## config.mk

```make
export PLATFORM = sky130hd
export DESIGN_NAME = rsi_sqrt_step
export DESIGN_NICKNAME = d
export VERILOG_FILES = /design/src/rtl/rsi_pkg.sv /design/src/rtl/rsi_sqrt_step.sv
export SDC_FILE = /design/constraint.sdc
export NUM_CORES = 1
export LEC_CHECK = 0
export ABC_CLOCK_PERIOD_IN_PS = 800
export BUFFER_PORTS_ARGS = -buffer_cell sky130_fd_sc_hd__clkbuf_2
export CAP_MARGIN = 20
export CELL_PAD_IN_SITES_DETAIL_PLACEMENT = 2
export CELL_PAD_IN_SITES_GLOBAL_PLACEMENT = 2
export CORE_AREA = 5 5 249 251
export DETAILED_ROUTE_END_ITERATION = 8
export DIE_AREA = 0 0 254 256
export PLACE_DENSITY = 0.65
export SLEW_MARGIN = 20
export SYNTH_ARGS = -nofsm -noshare
export SYNTH_HDL_FRONTEND = slang
export SYNTH_SLANG_ARGS = --single-unit
```

## constraint.sdc

```tcl
create_clock -name clk -period 0.8 [get_ports clk]
set_input_delay 0.08 -clock clk [delete_from_list [all_inputs] [get_ports clk]]
set_output_delay 0.08 -clock clk [all_outputs]
set_load 0.03 [all_outputs]
```

## src/rtl/rsi_pkg.sv

```systemverilog
// shared widths and types for the ray sphere intersect unit
package rsi_pkg;

    localparam int FRAC_BITS = 16;
    localparam int W         = 32;
    localparam int R_W       = 31;
    localparam int CFG_IDX_W = 2;

    localparam logic [CFG_IDX_W-1:0] REG_CENTER_X = 2'd0;
    localparam logic [CFG_IDX_W-1:0] REG_CENTER_Y = 2'd1;
    localparam logic [CFG_IDX_W-1:0] REG_CENTER_Z = 2'd2;
    localparam logic [CFG_IDX_W-1:0] REG_RADIUS   = 2'd3;

    localparam int OC_W   = W + 1;
    localparam int PROD_W = OC_W + W;
    localparam int DOT_W  = PROD_W + 2;
    localparam int SQR_W  = 2 * OC_W;
    localparam int LEN_W  = SQR_W + 2;
    localparam int RSQ_W  = 2 * R_W;
    localparam int C_W    = LEN_W + 1;
    localparam int B_W    = DOT_W - FRAC_BITS;
    localparam int LO_W   = (B_W + 1) / 2;
    localparam int HI_W   = B_W - LO_W;
    localparam int BSQ_W  = 2 * B_W;
    localparam int DISC_W = ((BSQ_W > C_W) ? BSQ_W : C_W) + 1;
    localparam int SQ_W   = DISC_W / 2;
    localparam int X_W    = 2 * SQ_W;
    localparam int REM_W  = SQ_W + 2;
    localparam int RT_W   = ((B_W > SQ_W) ? B_W : SQ_W) + 2;

    typedef struct packed {
        logic                  miss;
        logic signed [B_W-1:0] b;
        logic signed [W-1:0]   tmin;
        logic signed [W-1:0]   tmax;
    } rsi_side_t;

endpackage

```

## src/rtl/rsi_sqrt_step.sv

```systemverilog
// one registered step of the digit by digit square root
module rsi_sqrt_step
    import rsi_pkg::*;
(
    input  logic             clk,
    input  logic             rst_n,
    input  logic             en,
    input  logic             in_valid,
    input  logic [X_W-1:0]   x_in,
    input  logic [SQ_W-1:0]  root_in,
    input  logic [REM_W-1:0] rem_in,
    input  rsi_side_t        side_in,
    output logic             out_valid,
    output logic [X_W-1:0]   x_out,
    output logic [SQ_W-1:0]  root_out,
    output logic [REM_W-1:0] rem_out,
    output rsi_side_t        side_out
);

    logic             valid_reg;
    logic [X_W-1:0]   x_reg;
    logic [SQ_W-1:0]  root_reg;
    logic [REM_W-1:0] rem_reg;
    rsi_side_t        side_reg;

    logic [REM_W-1:0] rem_sh;
    logic [REM_W-1:0] trial;
    logic             take;

    always_comb
    begin
        rem_sh = {rem_in[REM_W-3:0], x_in[X_W-1:X_W-2]};
        trial  = {root_in, 2'b01};
        take   = rem_sh >= trial;
    end

    always_ff @(posedge clk or negedge rst_n)
    begin
        if (!rst_n)
        begin
            valid_reg <= 1'b0;
        end
        else if (en)
        begin
            valid_reg <= in_valid;
        end
    end

    always_ff @(posedge clk)
    begin
        if (en)
        begin
            x_reg    <= {x_in[X_W-3:0], 2'b00};
            root_reg <= {root_in[SQ_W-2:0], take};
            rem_reg  <= take ? (rem_sh - trial) : rem_sh;
            side_reg <= side_in;
        end
    end

    assign out_valid = valid_reg;
    assign x_out     = x_reg;
    assign root_out  = root_reg;
    assign rem_out   = rem_reg;
    assign side_out  = side_reg;

endmodule

```

==> metrics.md <==
| Metric | Value |
|---|---|
| Outcome | `finished with violations` |
| Failing checks | `hold timing, setup timing` |
| Critical Path Max Stage Delay | `0.31 ns` |
| Core area | `59700 um2` |
| Crit-path max FO | `8` |
| Chip width | `254 um` |
| Top cell type's share of synthesized area | `69.0%` |
| Unrepaired setup endpoints after global routing | `true` |
| Synth Area in Simple Gates | `6.40%` |
| Crit path DAT | `2.78 ns` |
| Port-buffer cells | `644` |
| Most frequent cell after synthesis | `edfxtp_1` |
| Total power | `58.3 mW` |
| Setup_tns | `-222.08 ns` |
| Post-Synth XOR/XNOR Area | `2.83%` |
| Filler Cells Inserted | `5743` |
| Mapped cell area | `13900 um2` |
| Placed Cells | `2630` |
| DRT iter0 DRCs | `724` |
| Critical path class | `in2reg` |
| Num Clock Sinks | `321` |
| I/O pins | `649` |
| Max_cap viols | `0` |
| Critical Path Most Common Cell | `buf_12` |
| Asr flop ratio synth | `0.312%` |
| Crit path max-delay family | `simple AND/OR/NAND/NOR gates` |
| Grt total ovfl | `0` |
| Worst Path Required | `1.09 ns` |
| Antenna violations before repair | `21` |
| Ratio of cells with drive above 1 in the final layout | `53.6%` |
| Global-route wire length before repair | `123000 um` |
| Post-route DRC | `0` |
| Syn_area_per_cell | `14.7 um2` |
| Final period util | `311%` |
| Clock buffer depth | `3` |
| Detail Placement HPWL | `57000 um` |
| Largest net degree at the start of global routing | `27` |
| Max frequency | `401 MHz` |
| Area contributors post-synth | `edfxtp_1, ha_1, mux2_2, a21oi_1, xnor2_1` |
| HP Class | `in2reg` |
| Post-route ant nets | `0` |
| Worst hold slack | `-0.0518 ns` |
| CP Cell Sequence | `clkbuf_4, inv_1, ha_4, nand4_1, nor2_2, nand2_1, a21oi_4, o21bai_4, a2111oi_4, o211ai_2, and2_4, inv_8, buf_12, buf_12, mux2_4` |
| H-tree Lvls | `2` |
| Yosys top cell by area | `edfxtp_1` |
| Final Wtd Congestion | `0.862` |
| Multiplexer share of the synthesized area | `3.56%` |
| Clk Latency, worst-skew pair | `0.55 ns` |
| Post-synth EDFFs | `320` |
| Tmin final | `2.49 ns` |
| # setup viols final | `389` |
| Synth cell types | `61` |
| Initial core utilization | `23.3%` |
| Register area share after synthesis | `69.2%` |
| CP bufs+invs | `5` |
| Final worst slack | `-1.69 ns` |
| Num rows | `90` |
| Yosys reg bits | `321` |
| CTS tree | `yes` |
| DR vias/cell | `4.67` |
| Pleak | `12.7 nW` |
| Clock skew | `0 ns` |
| Die Y | `256 um` |
| Top_reg_cell synth | `edfxtp_1` |
| Largest family of logic cells by synthesized area | `compound AO/OA/AOI/OAI gates` |
| Full die area | `65000 um2` |
| Final Slew Violations | `0` |
| Synth cell count leaders | `edfxtp_1, inv_1, a21oi_1, ha_1, nor2_1` |
| TritonRoute pass-1 iters | `4` |
| Fin nets | `2642` |
| Pwr Density | `1980 nW/um2` |
| Area delta synth->final | `111%` |
| Critical path capture point type | `register` |
| Vias in the first global route | `16000` |
| Total global routing track utilization | `26.0%` |
| CTS root buf | `clkbuf_16` |
| Max IR drop VDD | `1.32 mV` |
| Ys Warns | `0` |
| Final Hold Fails | `7` |
| Register clock-pin slew on the reported worst setup and hold paths | `0.06 ns` |
| Compound-cell area share of the yosys netlist | `9.94%` |
| Mean routed wirelength per cell | `30.8 um` |
| Cells after Synth | `948` |
| Vias | `14400` |
| Startpoint type of the worst setup path | `primary input` |
| DRT Wirelength | `95000 um` |
| Slowest CP cell | `a2111oi_4` |
| Num CTS Buffers | `40` |
| Non-Filler Instances | `3089` |
| Post-synthesis adder-cell area fraction | `4.76%` |
==> cell families after synthesis <==
logic type / count (synthesis)
AOI/OAI and AO/OA: 207
DFF: 321
muxes: 41
other: 1
and+or+nand+nor: 178
xor gates and xnor gates: 45
buffers and inverters: 102
adders and majority gates: 53
==> repair_timing <==
action | in CTS | in global routing
gates cloned | 3 | 1
hold endpoints to repair | 337 | 17
buffers inserted | 26 | 31
setup endpoints to repair | 375 | 553
hold buffers | 317 | 3
pin swaps | 41 | 50
resized for setup | 753 | 304
==> final timing paths <==
check	end	depth (start not counted)	from	slack [ns]
worst max-delay path	rem_out[24]	15	root_in[18]	-1.69
worst min-delay path	rem_out[38]	3	rem_in[36]	-0.05
worst max register to register	out_valid	3	out_valid	-0.27
worst min register to register	out_valid	3	out_valid	0.78
max in group asynchronous	out_valid	3	rst_n	0.24
min in group asynchronous	out_valid	3	rst_n	0.44
==> metrics by stage <==
step	worst slack (ns)	instance area [um2]	utilization (%)	hold slack [ns]
finish	-1.69	29400	49.3	-0.0518
CTS	-1.55	28600	47.8	-0.0557
global route	-1.77	29400	49.3	-0.0618
global placement	-2.28	20600	34.5	-0.143
floorplan	-2.03	14300	-	-0.216
detailed placement	-2.42	20600	34.5	-0.137
==> worst min-delay path, stage by stage <==
cell,delay (ns)
buf_4,0.11
buf_4,0.10
mux2_4,0.12
==> sequential cells by signal, summed over array words and instances, names as in the netlist <==
| register | count |
|---|---|
| root_out | 51 |
| x_out | 100 |
| out_valid | 1 |
| rem_out | 53 |
| side_out | 116 |
==> placed cells by master, fill, tap and decap left out, drive strengths merged, types with 8 or more instances in the layout <==
cell and count:
a21o 35, a21oi 65, buf 556, clkbuf 479, clkinv 19, diode 14
dlygate4sd3 319, edfxtp 320, ha 53, inv 70, mux2 41, nand2 40
nand3 24, nand4 18, nor2 44, nor2b 8, nor3 15, o211ai 8
o21a 15, o21ai 34, o21bai 12, xnor2 35, xor2 10
==> layout make-up <==
cell class / instances / area [um2] / share of cell area, %
multi-input combinational: 526 / 4800 / 16.3
timing repair buffer: 1305 / 12500 / 42.3
sequential: 321 / 9640 / 32.8
clock buffer: 49 / 1080 / 3.66
antenna: 14 / 35.0 / 0.119
tap: 782 / 978 / 3.33
clock inverter: 23 / 155 / 0.527
inverter: 69 / 287 / 0.974
==> per-layer routing <==
metal  track usage [%]  up-vias  routed length, um
li1                  -     6234                  -
met5                 0        -                 58
met2              47.1      598              50800
met1              27.9     7393              33900
met4              11.6        8               4220
met3              7.47      181               6130
==> where the power goes <==
part	leakage [nW]	internal, mW	switching, mW
registers	3.14	20.4	1.23
logic	9.00	9.23	9.38
clock network	0.606	9.95	8.12
No activity file was read; power rests on OpenSTA's default activity.
