**src/rtl/rsi_pkg.sv**
```systemverilog
// shared widths and types for the ray sphere intersect unit
package rsi_pkg;

    localparam int FRAC_BITS = 16;
    localparam int W         = 32;
    localparam int R_W       = 31;
    localparam int CFG_IDX_W = 2;

    localparam logic [CFG_IDX_W-1:0] REG_CENTER_X = 2'd0;
    localparam logic [CFG_IDX_W-1:0] REG_CENTER_Y = 2'd1;
    localparam logic [CFG_IDX_W-1:0] REG_CENTER_Z = 2'd2;
    localparam logic [CFG_IDX_W-1:0] REG_RADIUS   = 2'd3;

    localparam int OC_W   = W + 1;
    localparam int PROD_W = OC_W + W;
    localparam int DOT_W  = PROD_W + 2;
    localparam int SQR_W  = 2 * OC_W;
    localparam int LEN_W  = SQR_W + 2;
    localparam int RSQ_W  = 2 * R_W;
    localparam int C_W    = LEN_W + 1;
    localparam int B_W    = DOT_W - FRAC_BITS;
    localparam int LO_W   = (B_W + 1) / 2;
    localparam int HI_W   = B_W - LO_W;
    localparam int BSQ_W  = 2 * B_W;
    localparam int DISC_W = ((BSQ_W > C_W) ? BSQ_W : C_W) + 1;
    localparam int SQ_W   = DISC_W / 2;
    localparam int X_W    = 2 * SQ_W;
    localparam int REM_W  = SQ_W + 2;
    localparam int RT_W   = ((B_W > SQ_W) ? B_W : SQ_W) + 2;

    typedef struct packed {
        logic                  miss;
        logic signed [B_W-1:0] b;
        logic signed [W-1:0]   tmin;
        logic signed [W-1:0]   tmax;
    } rsi_side_t;

endpackage

```
**src/rtl/rsi_select.sv**
```systemverilog
// root selection against the window and output register
module rsi_select
    import rsi_pkg::*;
(
    input  logic                clk,
    input  logic                rst_n,
    input  logic                en,
    input  logic                in_valid,
    input  logic [SQ_W-1:0]     root_in,
    input  rsi_side_t           side_in,
    output logic                out_valid,
    output logic                hit_found,
    output logic signed [W-1:0] hit_distance,
    output logic                far_root
);

    logic                valid_reg;
    logic                hit_reg;
    logic signed [W-1:0] dist_reg;
    logic                far_reg;

    logic signed [RT_W-1:0] nb, s_ext, near_t, far_t, lo_t, hi_t;
    logic                   near_ok, far_ok;

    always_comb
    begin
        nb      = -RT_W'(side_in.b);
        s_ext   = $signed(RT_W'(root_in));
        near_t  = nb - s_ext;
        far_t   = nb + s_ext;
        lo_t    = RT_W'(side_in.tmin);
        hi_t    = RT_W'(side_in.tmax);
        near_ok = !side_in.miss && (near_t >= lo_t) && (near_t <= hi_t);
        far_ok  = !side_in.miss && (far_t >= lo_t) && (far_t <= hi_t);
    end

    always_ff @(posedge clk or negedge rst_n)
    begin
        if (!rst_n)
        begin
            valid_reg <= 1'b0;
        end
        else if (en)
        begin
            valid_reg <= in_valid;
        end
    end

    always_ff @(posedge clk)
    begin
        if (en)
        begin
            hit_reg <= near_ok || far_ok;
            far_reg <= !near_ok && far_ok;
            if (near_ok)
            begin
                dist_reg <= near_t[W-1:0];
            end
            else if (far_ok)
            begin
                dist_reg <= far_t[W-1:0];
            end
            else
            begin
                dist_reg <= '0;
            end
        end
    end

    assign out_valid    = valid_reg;
    assign hit_found    = hit_reg;
    assign hit_distance = dist_reg;
    assign far_root     = far_reg;

endmodule

```
**config.mk**
```make
export PLATFORM = sky130hd
export DESIGN_NAME = rsi_select
export DESIGN_NICKNAME = d
export VERILOG_FILES = /design/src/rtl/rsi_pkg.sv /design/src/rtl/rsi_select.sv
export SDC_FILE = /design/constraint.sdc
export NUM_CORES = 1
export LEC_CHECK = 0
export BUFFER_PORTS_ARGS = -buffer_cell sky130_fd_sc_hd__buf_4
export CAP_MARGIN = 40
export CORE_UTILIZATION = 30
export CTS_BUF_LIST = sky130_fd_sc_hd__clkbuf_8
export DETAILED_ROUTE_END_ITERATION = 8
export SLEW_MARGIN = 15
export SYNTH_ARGS = -nofsm -noshare
export SYNTH_HDL_FRONTEND = slang
export SYNTH_SLANG_ARGS = --single-unit
```
**constraint.sdc**
```tcl
create_clock -name clk -period 0.9 [get_ports clk]
set_clock_uncertainty 0.2 [all_clocks]
set_input_delay 0.09 -clock clk [delete_from_list [all_inputs] [get_ports clk]]
set_output_delay 0.09 -clock clk [all_outputs]
set_load 0.01 [all_outputs]
```
==> parameters.txt, run 1 <==
Parameter                              Value

Setup path
  Critical Path Max Stage Delay    0.55 ns
  Critical Path AT    7.09 ns
  Depth of the worst register-to-register path    1
  Worst EP required    0.87 ns
  Cell occurring most often along the worst timing path    sky130_fd_sc_hd__buf_6
  Class of the most critical setup path    in -> reg
  Crit-path max FO    5
  Sort of element at the end of the critical path    flop
  Category of the worst setup path launch point    primary input
  Crit path max-delay cell type    sky130_fd_sc_hd__or4_4

Floorplan
  Die extent in x    212 microns
  Cell row count    76
  Die Ht    212 microns
  Starting Density    30.5%
  Die footprint    44,900 sq um
  I/O pin count    206
  Placeable core region    43,300 sq um

Cells and area
  Ant. Diodes    0
  Area growth from synthesis to final layout    63.6%
  Share of final-layout standard cells stronger than drive strength 1    39.6%
  Final standard cell utilization of the core    50.0%
  Cell area after layout    21,600 sq um
  NumNets Final    3,112

Place
  Cell Area, Placed    20,700 sq um
  DP HPWL    49,400 microns
  Last weighted congestion value of the routability-driven placer    0.994
  Worst setup slack before clock tree synthesis    -6.89 ns
  Number of buffer cells added on primary ports    205

Routing
  Post-route DRC violation count    0
  DRT iter0 DRCs    1,016
  Number of vias in the routed layout    16,200
  Detailed-route vias per instance    5.03
  Total wire length after detailed routing    56,100 microns
  First-pass detailed-route iteration total    7
  Routed len/inst    17.5 microns
  Antenna Violating Nets Remaining    0

Synth
  Cell types occupying the most area after synthesis    sky130_fd_sc_hd__ha_1 30%, sky130_fd_sc_hd__edfxtp_1 7.7%, sky130_fd_sc_hd__a21oi_1 7.1%, sky130_fd_sc_hd__xnor2_1 6.5%, sky130_fd_sc_hd__inv_1 5.6%
  Most instantiated library cell after synthesis    sky130_fd_sc_hd__ha_1
  Most frequent cells after synthesis    315 x sky130_fd_sc_hd__ha_1, 197 x sky130_fd_sc_hd__inv_1, 187 x sky130_fd_sc_hd__a21oi_1
  Area of the mapped netlist    13,200 sq um
  Synthesized flop and latch total    35
  Sequential fraction of the synthesis area    7.92%
  Gate Count Post-Synth    1,749
  Most frequently used flop master after synthesis    sky130_fd_sc_hd__edfxtp_1
  Cell type contributing the most total cell area after synthesis    sky130_fd_sc_hd__ha_1
  Number of synthesized flops with an enable pin    34
  Mean instance size in the synthesized netlist    7.55 sq um
  Portion of synthesized cell area occupied by the leading cell type    29.8%
  Count of cell types in the netlist    74
  Synthesized netlist net count    2,237
  Synth Warn #    0
  Share of async-settable or async-resettable flops after synthesis    2.86%

STA
  Final critical delay including setup and external delays    7.11 ns
  Final worst path period share    790%
  Worst hold slack after final layout    -0.170 ns
  Post-layout worst setup margin    -6.21 ns
  # setup viols final    70
  Slew of the pin with the lowest slew margin    0.855 ns
  Final count of pins violating max slew    0
  RSZ-0062 raised after global routing    true
  Final-report hold violation count    4
  Upper clock frequency limit    0.141 GHz
  Relative slew margins    42.3%

Flow run
  Number of max-cap violations    0

Global routing
  Global-route wire length before repair    86,700 microns
  Initial antenna violation count    0
  Overall overflow remaining after global route    0
  Pin count of the biggest net entering global routing    22
  Global-route total usage across every layer    24.5%
  Number of global-route vias before repair    16,400

Run status
  Run status    finished, violations left
  Violations in the final reports    negative hold slack, negative setup slack

Hold path
  Hold/Removal Path Class    in -> reg
  Count of cells along the worst hold path    2

Power
  Static leakage    11.1 nW
  PwrDens    1120 nW/um^2
  Max VDD drop    0.687 mV

CTS
  TritonCTS clock tree    yes
  Clk Latency, worst-skew pair    0.29 ns
  Clk sinks    35
  Clk slew on worst S/H paths    0.09 ns
  H-tree depth    2
  Number of clock buffers inserted by TritonCTS    5
  Hold buffers post-CTS    1
  Root buffer cell    sky130_fd_sc_hd__clkbuf_8
  Largest buffer count on any clock path    2
-- path summary, 6_finish.rpt --
check / start / end / slack [ns]
worst max-delay path: side_in[67] / hit_distance[28]$_DFFE_PP_ / -6.21
worst min register to register: out_valid$_DFFE_PN0P_ / out_valid$_DFFE_PN0P_ / 0.36
worst max register to register: out_valid$_DFFE_PN0P_ / out_valid$_DFFE_PN0P_ / -0.07
max in group asynchronous: rst_n / out_valid$_DFFE_PN0P_ / 0.51
min in group asynchronous: rst_n / out_valid$_DFFE_PN0P_ / -0.09
worst min-delay path: in_valid / out_valid$_DFFE_PN0P_ / -0.17
-- metrics by stage --
step / power [W] / cells / TNS, ns
floorplan: 0.0117 / 1749 / -197.57
global placement: 0.0207 / 3179 / -229.94
detailed placement: 0.0212 / 3179 / -232.94
CTS: 0.0236 / 3203 / -216.84
global route: 0.0260 / 3210 / -227.21
finish: 0.0241 / 3210 / -217.36
-- layout by cell type, fill, tap and decap left out, types with 8 or more instances in the layout --
cell                          n
sky130_fd_sc_hd__o2bb2ai_2   18
sky130_fd_sc_hd__ha_1       315
sky130_fd_sc_hd__o31ai_1     14
sky130_fd_sc_hd__nand4_1     49
sky130_fd_sc_hd__or3_1       12
sky130_fd_sc_hd__xor2_1      40
sky130_fd_sc_hd__o211ai_1    14
sky130_fd_sc_hd__edfxtp_1    34
sky130_fd_sc_hd__or2_2        9
sky130_fd_sc_hd__o21a_1       8
sky130_fd_sc_hd__nand3_1     24
sky130_fd_sc_hd__nor3_1      35
sky130_fd_sc_hd__a31oi_1      8
sky130_fd_sc_hd__o21ai_1     11
sky130_fd_sc_hd__nor2_1     125
sky130_fd_sc_hd__a21oi_2      9
sky130_fd_sc_hd__a21o_1      83
sky130_fd_sc_hd__nor4_1      20
sky130_fd_sc_hd__nor2b_1     19
sky130_fd_sc_hd__o21ai_0     65
sky130_fd_sc_hd__a21oi_1    175
sky130_fd_sc_hd__buf_4      864
sky130_fd_sc_hd__a211oi_1    14
sky130_fd_sc_hd__o21bai_1    38
sky130_fd_sc_hd__nand2b_1    12
sky130_fd_sc_hd__xnor2_1     95
sky130_fd_sc_hd__inv_1      196
sky130_fd_sc_hd__buf_6       43
sky130_fd_sc_hd__nand2_1     90
-- power by group --
group	switching, W	internal [W]	total, W	leakage, nW
Sequential	0.000320	0.00225	0.00257	0.337
Combinational	0.00976	0.0103	0.0200	10.7
Clock	0.000703	0.000841	0.00154	0.0587
Total	0.0108	0.0134	0.0241	11.1
-- registers in the layout, indices dropped and copies added (netlist names) --
signal        count
far_root          1
hit_distance     32
hit_found         1
out_valid         1
-- cells by family (layout without fill, tap and decap cells) --
family,Yosys count,in the layout,synth area share (%)
AOI/OAI and AO/OA,542,542,27.6
DFF,35,35,7.92
and+or+nand+nor,462,462,17.5
adders and majority gates,317,317,30.1
muxes,3,3,0.256
buffers and inverters,249,1125,7.29
xor gates and xnor gates,141,141,9.35
-- layer usage --
metal	track usage (%)	routed length, microns	vias to the layer above
li1	-	-	8128
met1	31.9	25600	7591
met2	44.5	27400	377
met3	1.02	2120	60
met4	5.17	1030	0
met5	0	0	-
-- final cells by class --
class	count	area, sq um
Clock buffer	5	68.8
Clock inverter	3	47.5
Fill cell	4214	21600
Inverter	198	743
Multi-Input combinational cell	1465	11800
Sequential cell	35	1050
Tap cell	585	732
Timing Repair Buffer	919	7200
-- repair_timing --
| item | in CTS | in global routing |
|---|---|---|
| buffers inserted | 14 | 9 |
| gates cloned | 2 | 1 |
| endpoints found under the hold margin | 4 | 4 |
| resized for setup | 83 | 51 |
| endpoints found under the setup margin | 70 | 70 |
| pin swaps | 38 | 25 |
-- worst max-delay path: cells and delay by family --
family	cells	cell delay, ns
and+or+nand+nor	15	3.77
AOI/OAI and AO/OA	8	1.59
buffers and inverters	6	0.69
adders and majority gates	2	0.67
xor gates and xnor gates	2	0.26
No activity file was read; power rests on OpenSTA's default activity.
==> run 2, diff against run 1 <==
--- a/config.mk
+++ b/config.mk
@@ -7,9 +7,10 @@
 export LEC_CHECK = 0
 export BUFFER_PORTS_ARGS = -buffer_cell sky130_fd_sc_hd__buf_4
 export CAP_MARGIN = 40
-export CORE_UTILIZATION = 30
+export CORE_UTILIZATION = 48
 export CTS_BUF_LIST = sky130_fd_sc_hd__clkbuf_8
 export DETAILED_ROUTE_END_ITERATION = 8
+export PLACE_DENSITY = 0.72
 export SLEW_MARGIN = 15
 export SYNTH_ARGS = -nofsm -noshare
 export SYNTH_HDL_FRONTEND = slang
==> run 2 against run 1 <==
Compared with the run above:
- the flow still finishes with violations (negative hold slack, negative setup slack)
- sequential cell count unchanged
- sequential power about the same
- sequential share of layout area about the same
- total power down 1.9%
- largest cell class unchanged
==> parameters.txt, run 2 (synthesized netlist as in run 1, its figures left out) <==
Parameter                              Value

Run status
  Run status    finished, violations left (unchanged)
  Violations in the final reports    negative hold slack, negative setup slack (unchanged)

Setup path
  Sort of element at the end of the critical path    flop (unchanged)
  Class of the most critical setup path    in -> reg (unchanged)
  Critical Path AT    7.22 ns (was 7.09 ns)
  Depth of the worst register-to-register path    2 (was 1)
  Category of the worst setup path launch point    primary input (unchanged)
  Reg-to-reg slack, setup    -0.18 ns (was -0.07 ns)
  Crit path max-delay cell type    sky130_fd_sc_hd__or4_4 (unchanged)
  Cell occurring most often along the worst timing path    sky130_fd_sc_hd__buf_4 (was sky130_fd_sc_hd__buf_6)
  Worst EP required    0.88 ns (was 0.87 ns)
  Endpoint of the lowest-slack register-to-register path    out_valid$_DFFE_PN0P_ (unchanged)
  Critical Path Max Stage Delay    0.52 ns (was 0.55 ns)
  Reg2reg start    out_valid$_DFFE_PN0P_ (unchanged)
  Crit-path max FO    9 (was 5)

Routing
  Post-route DRC violation count    0 (unchanged)
  Routed len/inst    18.7 microns (was 17.5 microns)
  DRT iter0 DRCs    1,405 (was 1,016)
  Total wire length after detailed routing    55,700 microns (was 56,100 microns)
  Detailed-route vias per instance    5.70 (was 5.03)
  Antenna Violating Nets Remaining    0 (unchanged)
  Number of vias in the routed layout    17,000 (was 16,200)
  First-pass detailed-route iteration total    8 (was 7)

STA
  Relative slew margins    54.1% (was 42.3%)
  Final critical delay including setup and external delays    7.25 ns (was 7.11 ns)
  Post-layout worst setup margin    -6.35 ns (was -6.21 ns)
  RSZ-0062 raised after global routing    true (unchanged)
  Final count of pins violating max slew    0 (unchanged)
  Upper clock frequency limit    0.138 GHz (was 0.141 GHz)
  # setup viols final    70 (unchanged)
  Worst hold slack after final layout    -0.182 ns (was -0.170 ns)
  Final worst path period share    805% (was 790%)
  Final sum of negative setup slack    -223.39 ns (was -217.36 ns)
  Slew of the pin with the lowest slew margin    0.671 ns (was 0.855 ns)
  Final-report hold violation count    2 (was 4)

Global routing
  Global-route wire length before repair    87,300 microns (was 86,700 microns)
  Global-route total usage across every layer    38.9% (was 24.5%)
  Initial antenna violation count    0 (unchanged)
  Overall overflow remaining after global route    0 (unchanged)
  Number of global-route vias before repair    17,300 (was 16,400)
  Pin count of the biggest net entering global routing    23 (was 22)

CTS
  Clk sinks    35 (unchanged)
  H-tree depth    2 (unchanged)
  Root buffer cell    sky130_fd_sc_hd__clkbuf_8 (unchanged)
  Largest buffer count on any clock path    2 (unchanged)
  Hold buffers post-CTS    1 (unchanged)
  Clk Latency, worst-skew pair    0.31 ns (was 0.29 ns)
  TritonCTS clock tree    yes (unchanged)
  Clk slew on worst S/H paths    0.07 ns (was 0.09 ns)
  Number of clock buffers inserted by TritonCTS    5 (unchanged)

Place
  Last weighted congestion value of the routability-driven placer    1.00 (was 0.994)
  Number of buffer cells added on primary ports    205 (unchanged)
  Cell Area, Placed    20,400 sq um (was 20,700 sq um)
  DP HPWL    47,300 microns (was 49,400 microns)
  Worst setup slack before clock tree synthesis    -7.02 ns (was -6.89 ns)
  Cell count after placement    2,941 (was 3,179)

Power
  Internal power contribution    0.0129 W (was 0.0134 W)
  Clock group share of total power    4.9% (was 6.4%)
  Static leakage    11.2 nW (was 11.1 nW)
  Sw frac    45.6% (was 44.7%)
  PwrDens    1110 nW/um^2 (was 1120 nW/um^2)
  Switching component of the power    0.0108 W (about the same)
  Max VDD drop    0.629 mV (was 0.687 mV)
  Sequential Power Share    10.7% (was 10.6%)
  Share of total power in combinational logic    84.3% (was 83.0%)

Cells and area
  Flip-flop count of the largest register, all copies and words added    32 (unchanged)
  Commonest non-fill, non-tap cell in the layout    sky130_fd_sc_hd__buf_4 (unchanged)
  Post-Layout Cell Count    2,974 (was 3,210)
  Filler cells    1,912 (was 4,214)
  Share of final-layout standard cells stronger than drive strength 1    40.7% (was 39.6%)
  Ant. Diodes    0 (unchanged)
  Most frequent cells in the layout    876 x sky130_fd_sc_hd__buf_4, 313 x sky130_fd_sc_hd__ha_1, 195 x sky130_fd_sc_hd__inv_1 (was 864 x sky130_fd_sc_hd__buf_4, 315 x sky130_fd_sc_hd__ha_1, 196 x sky130_fd_sc_hd__inv_1)
  NumNets Final    3,122 (was 3,112)
  Cell area after layout    21,400 sq um (was 21,600 sq um)
  Multi-input gate area in the final layout    11,900 sq um (was 11,800 sq um)
  Area growth from synthesis to final layout    62.2% (was 63.6%)
  Final standard cell utilization of the core    79.5% (was 50.0%)
  Register Area    1050 sq um (unchanged)

Hold path
  Count of cells along the worst hold path    2 (unchanged)
  Origin of the worst min-delay path    in_valid (unchanged)
  Hold Path End    out_valid$_DFFE_PN0P_ (unchanged)
  Hold/Removal Path Class    in -> reg (unchanged)

Floorplan
  I/O pin count    206 (unchanged)
  Die footprint    28,200 sq um (was 44,900 sq um)
  Die Ht    168 microns (was 212 microns)
  Die extent in x    168 microns (was 212 microns)
  Placeable core region    27,000 sq um (was 43,300 sq um)
  Starting Density    49.0% (was 30.5%)
  Cell row count    60 (was 76)

Flow run
  Number of max-cap violations    0 (unchanged)
[run 2: layout make-up]
class	instances	area share, %
multi-input combinational	1465	55.3
inverter	198	3.47
timing repair buffer	929	34.0
clock buffer	5	0.321
tap	341	1.99
clock inverter	1	0.0175
sequential	35	4.88
[run 2: metal layers]
layer  share of wire, %  GRT usage [%]  wire [microns]
met1                 42           49.1           23400
met2                 46           66.0           25500
met3                7.6           5.34            4210
met4                4.6           16.8            2540
met5                  0              0               0
[run 2: stage by stage]
| stage | total power, W | hold slack (ns) |
|---|---|---|
| 2_1_floorplan | 0.0117 | -0.406 |
| 3_3_place_gp | 0.0202 | -0.335 |
| 3_5_place_dp | 0.0209 | -0.334 |
| 4_1_cts | 0.0231 | -0.188 |
| 5_1_grt | 0.0254 | -0.173 |
| 6_report | 0.0237 | -0.182 |
[run 2: how the worst max path moves through the flow]
stage                            from                    endpoint  slack, ns
after floorplan           side_in[68]  hit_distance[10]$_DFFE_PP_      -5.88
after global placement    side_in[68]  hit_distance[31]$_DFFE_PP_      -6.80
after detailed placement  side_in[68]  hit_distance[31]$_DFFE_PP_      -7.02
after CTS                 side_in[67]  hit_distance[29]$_DFFE_PP_      -6.11
after global routing      side_in[67]  hit_distance[17]$_DFFE_PP_      -6.62
final                     side_in[67]  hit_distance[29]$_DFFE_PP_      -6.35
[run 2: timing repair]
action                     4_1_cts  5_1_grt
resized for setup              113       36
hold endpoints to repair         2        2
pin swaps                       32       17
gates cloned                     2        0
setup endpoints to repair       70       70
buffers inserted                21        5
[run 2: power by group through the flow]
stage / registers [W] / logic, W / clock network (W)
2_1_floorplan: 0.00252 / 0.00920 / 0
3_3_place_gp: 0.00249 / 0.0177 / 0
3_5_place_dp: 0.00249 / 0.0185 / 0
4_1_cts: 0.00251 / 0.0194 / 0.00115
5_1_grt: 0.00254 / 0.0217 / 0.00118
6_report: 0.00254 / 0.0200 / 0.00117
[run 2: critical path, delay by kind of cell]
family | cells | cell delay (ns)
compound gates | 10 | 1.74
xor+xnor | 2 | 0.36
simple gates | 12 | 3.03
buf+inv | 10 | 1.44
fa+ha+maj | 2 | 0.52
